**config.mk**
```make
export PLATFORM = sky130hd
export DESIGN_NAME = mnb_controller
export DESIGN_NICKNAME = d
export VERILOG_FILES = /design/src/hdl/mnb_pkg.sv /design/src/hdl/mnb_controller.sv
export SDC_FILE = /design/constraint.sdc
export NUM_CORES = 1
export LEC_CHECK = 0
export BUFFER_PORTS_ARGS = -buffer_cell sky130_fd_sc_hd__buf_2
export CAP_MARGIN = 20
export CORE_AREA = 2 2 39 41
export DETAILED_ROUTE_END_ITERATION = 8
export DIE_AREA = 0 0 41 43
export PLACE_DENSITY_LB_ADDON = 0.15
export SETUP_SLACK_MARGIN = 0.2
export SLEW_MARGIN = 15
export SYNTH_ARGS = -nofsm -noshare
export SYNTH_HDL_FRONTEND = slang
export SYNTH_SLANG_ARGS = --single-unit
```
**constraint.sdc**
```tcl
create_clock -name clk_i -period 4.01 [get_ports clk_i]
set_clock_uncertainty 0.1 [all_clocks]
set_input_delay 0.6015 -clock clk_i [delete_from_list [all_inputs] [get_ports clk_i]]
set_output_delay 0.6015 -clock clk_i [all_outputs]
set_load 0.01 [all_outputs]
```
**src/hdl/mnb_pkg.sv**
```systemverilog
package mnb_pkg;

  localparam int MAX_PAIRS_DEF   = 256;
  localparam int COORD_WIDTH_DEF = 16;
  localparam int COUNT_WIDTH     = 9;

  typedef enum logic [3:0] {
    ST_LOAD,
    ST_S_NEXT,
    ST_S_KEY,
    ST_S_CMP,
    ST_S_PUT,
    ST_L_NEXT,
    ST_L_KEY,
    ST_L_PROBE,
    ST_L_TEST,
    ST_L_PUT,
    ST_EMIT
  } state_e;

  typedef struct packed {
    logic load;
    logic sort_init;
    logic s_rd;
    logic s_key;
    logic s_shift;
    logic s_put;
    logic l_init;
    logic l_rd;
    logic l_key;
    logic probe;
    logic test;
    logic l_put;
    logic emit;
  } cmd_t;

  typedef struct packed {
    logic i_done;
    logic key_first;
    logic j_one;
    logic lo_lt_hi;
    logic out_busy;
  } status_t;

endpackage

```
**src/hdl/mnb_controller.sv**
```systemverilog
module mnb_controller (
  input  logic              clk_i,
  input  logic              rst_ni,
  input  logic              in_valid_i,
  input  logic              in_last_i,
  output logic              in_ready_o,
  input  mnb_pkg::status_t  status_i,
  output mnb_pkg::cmd_t     cmd_o
);

  mnb_pkg::state_e state_q, state_d;

  always_ff @(posedge clk_i or negedge rst_ni) begin
    if (!rst_ni) begin
      state_q <= mnb_pkg::ST_LOAD;
    end else begin
      state_q <= state_d;
    end
  end

  always_comb begin
    state_d    = state_q;
    cmd_o      = '0;
    in_ready_o = 1'b0;
    unique case (state_q)
      mnb_pkg::ST_LOAD: begin
        in_ready_o = 1'b1;
        if (in_valid_i) begin
          cmd_o.load = 1'b1;
          if (in_last_i) begin
            cmd_o.sort_init = 1'b1;
            state_d         = mnb_pkg::ST_S_NEXT;
          end
        end
      end
      mnb_pkg::ST_S_NEXT: begin
        if (status_i.i_done) begin
          cmd_o.l_init = 1'b1;
          state_d      = mnb_pkg::ST_L_NEXT;
        end else begin
          cmd_o.s_rd = 1'b1;
          state_d    = mnb_pkg::ST_S_KEY;
        end
      end
      mnb_pkg::ST_S_KEY: begin
        cmd_o.s_key = 1'b1;
        state_d     = mnb_pkg::ST_S_CMP;
      end
      mnb_pkg::ST_S_CMP: begin
        if (status_i.key_first) begin
          cmd_o.s_shift = 1'b1;
          if (status_i.j_one) begin
            state_d = mnb_pkg::ST_S_PUT;
          end
        end else begin
          state_d = mnb_pkg::ST_S_PUT;
        end
      end
      mnb_pkg::ST_S_PUT: begin
        cmd_o.s_put = 1'b1;
        state_d     = mnb_pkg::ST_S_NEXT;
      end
      mnb_pkg::ST_L_NEXT: begin
        if (status_i.i_done) begin
          state_d = mnb_pkg::ST_EMIT;
        end else begin
          cmd_o.l_rd = 1'b1;
          state_d    = mnb_pkg::ST_L_KEY;
        end
      end
      mnb_pkg::ST_L_KEY: begin
        cmd_o.l_key = 1'b1;
        state_d     = mnb_pkg::ST_L_PROBE;
      end
      mnb_pkg::ST_L_PROBE: begin
        if (status_i.lo_lt_hi) begin
          cmd_o.probe = 1'b1;
          state_d     = mnb_pkg::ST_L_TEST;
        end else begin
          state_d = mnb_pkg::ST_L_PUT;
        end
      end
      mnb_pkg::ST_L_TEST: begin
        cmd_o.test = 1'b1;
        state_d    = mnb_pkg::ST_L_PROBE;
      end
      mnb_pkg::ST_L_PUT: begin
        cmd_o.l_put = 1'b1;
        state_d     = mnb_pkg::ST_L_NEXT;
      end
      mnb_pkg::ST_EMIT: begin
        if (!status_i.out_busy) begin
          cmd_o.emit = 1'b1;
          state_d    = mnb_pkg::ST_LOAD;
        end
      end
      default: state_d = mnb_pkg::ST_LOAD;
    endcase
  end

  a_ready_load: assert property (@(posedge clk_i) disable iff (!rst_ni)
    in_ready_o |-> state_q == mnb_pkg::ST_LOAD) else $error("ready outside load");
  a_last_starts: assert property (@(posedge clk_i) disable iff (!rst_ni)
    in_valid_i && in_ready_o && in_last_i |=> state_q == mnb_pkg::ST_S_NEXT)
    else $error("last word did not start sort");
  a_emit_free: assert property (@(posedge clk_i) disable iff (!rst_ni)
    cmd_o.emit |-> !status_i.out_busy) else $error("emit over pending result");

endmodule

```
==> run metrics <==
Initial Utilization=around a third; Final Max Tran Viols=0; CTS Hold Bufs=0; Int Power=~0.00021 W; Total GRT Usage=between 10% and 20%; Total Neg Setup Slack=0 ps; maximum capacitance violations=0; Die W=41 um; Area Overhead vs Synth=27.5%; crit path max fanout=14; Final HPWL DP=~790 um; met2 routed WL=approximately 500 um; Sw Ratio=approximately half; Worst path top cell family by delay=flip-flops; RSZ-0062 raised after global routing=false; full die area=1760 um^2; Worst Path Buf+Inv=1; Crit Path Class=flop to output port; PortBufs=22; core area=between 1000 and 1500 um^2; antenna violations before repair=0; Yosys warning count=0; Yosys reg bits=4; Power Density=approximately 750 nW/um^2; DR WL met3=slightly below 50 um; Yosys top cell area share=roughly 23%; post-route core utilization=roughly two fifths; vias in the first global route=427; Worst Reg-to-Reg Cells=3; Final GP Congestion=a little under 0.8; post-CTS setup buffer count=0; class of the worst hold path=primary input to asynchronous set/reset pin; Crit-path slowest cell=dfrtp_1; WL per Instance=about 12 um; NetSw=around 0.00020 W; layout cell share with drive strength beyond 1=between 30 and 40%; Reg with most FFs=state_q; max incr delay on CP=around 610 ps; Clk pin slew, worst setup/hold paths=roughly 40 ps; status=completed; CTS sink cnt=4; Post-route DRC=0; final net count=86; Final Hold Fails=0; synthesized area=437 um^2; max FFs per register=4; total clock buffers created by CTS=3; clock network fraction of total power=roughly 12%; crit path DAT=about 1500 ps; Crit path required time=around 3300 ps; commonest non-fill, non-tap cells in the layout=22 x buf_2, 5 x nand2b_1, 5 x nor2_1, 5 x nor3_1, 4 x dfrtp_1; max layer used=met4; final setup vio count=0; startpoint types=flop; CP Cell Sequence=nand2b_1, nor3_1, buf_2; pin count of the biggest net entering global routing=16; most common cell after layout, fill and taps aside=buf_2; Top Registers=state_q (4); CTS max path bufs=2; gr ovfl total=0; top cells by area, synth=dfrtp_1 23%, nand2b_1 7.2%, and4bb_2 5.7%, nor3_1 5.7%, buf_6 5.2%; htree depth=1; Final period util=between 50% and 60%; max frequency=~460 MHz; total power=~0.00042 W; area leader, netlist=dfrtp_1; CTS tree=built; first-pass GRT wire length=approximately 1700 um; Static Leak=roughly 0.28 nW; Net Count, Synth=63; DRT iter0 DRCs=6; Setup crit end kind=output port; register area share after synthesis=22.9%; Crit. path cell count=3; met1 WL=527 um; Syn Inst Count=54; Unique masters post-synth=31; num rows=14; VDD IR max=roughly 0.29 mV; worst skew pair latency=about 240 ps; Die H=roughly 43 um; io pins=23; total iterations of the first detailed-routing run=4; via-per-instance ratio=5.21; synthesized area per cell=about 8.1 um^2; Final ANT Viol Nets=0; master cell of the clock root buffer=clkbuf_4; Slew HR=slightly below 70%; diodes inserted=0; PostCTS Resize Cnt=0; slew at the pin closest to its max-slew limit=between 400 and 500 ps; WL final=about 1100 um; total number of vias=474; Seq pwr share=around a third; Combinational Power Share=between 50% and 60%; min Tclk post-route=2200 ps
cell usage after synthesis:
cell type,number
a211oi_1,1
a2bb2oi_1,1
nor2_1,5
o22ai_1,1
o21ai_1,1
nor4_1,1
and4bb_2,2
nand2_1,2
xor2_1,1
dfrtp_1,4
or2_0,1
buf_2,2
o2bb2ai_1,1
nor3_1,5
inv_1,3
nor3b_1,1
a211o_1,1
and2_1,2
a32oi_1,1
buf_6,2
nor4bb_1,1
a22o_1,1
nand2b_1,5
o311a_1,1
nor2b_1,1
nand3_1,1
a21boi_0,1
nor4_2,1
and3_1,2
nor4b_1,1
a311oi_1,1
stage by stage:
stage	hold WS (ps)	cells	cell area (um^2)	worst slack, ps
final	51.5	91	557	1810
after global routing	53.6	91	557	1710
after CTS	49.7	91	557	1800
after detailed placement	307	88	534	2060
after global placement	308	88	534	2020
after floorplan	206	54	437	2080
power by group through the flow:
stage	registers (W)	clock network, W	logic (W)
final	0.000132	0.0000521	0.000235
after global placement	0.000132	0	0.000238
after floorplan	0.0000791	0	0.000233
after global routing	0.000140	0.0000557	0.000261
after detailed placement	0.000130	0	0.000234
after CTS	0.000130	0.0000532	0.000236
cell families after synthesis:
logic type	synth area share, %
simple gates	44.7
compound gates	20.3
buf+inv	10.0
flops	22.9
xor+xnor	2.01
cell type report:
cell class                      count  area [um^2]
Inverter                            3         11.3
Clock buffer                        3         22.5
Sequential cell                     4          100
Multi-Input combinational cell     43          293
Fill cell                         144          827
Timing Repair Buffer               22          110
Tap cell                           16         20.0
path summary, 6_finish.rpt:
check	end	slack, ps	start
hold reg to reg	state_q[3]	670	state_q[1]
setup reg to reg	state_q[2]	2440	state_q[2]
max in group asynchronous	state_q[2]	3640	rst_ni
setup / recovery	cmd_o[5]	1810	state_q[2]
hold / removal	state_q[1]	50	rst_ni
min in group clk_i	state_q[1]	580	status_i[0]
layer usage:
layer  track usage (%)  up-vias
met4              10.0        0
met1              18.1      212
met5                 0        -
met3                 0        2
li1                  -      244
met2              22.5       16
Note: power is estimated with default switching activity, not from simulation.
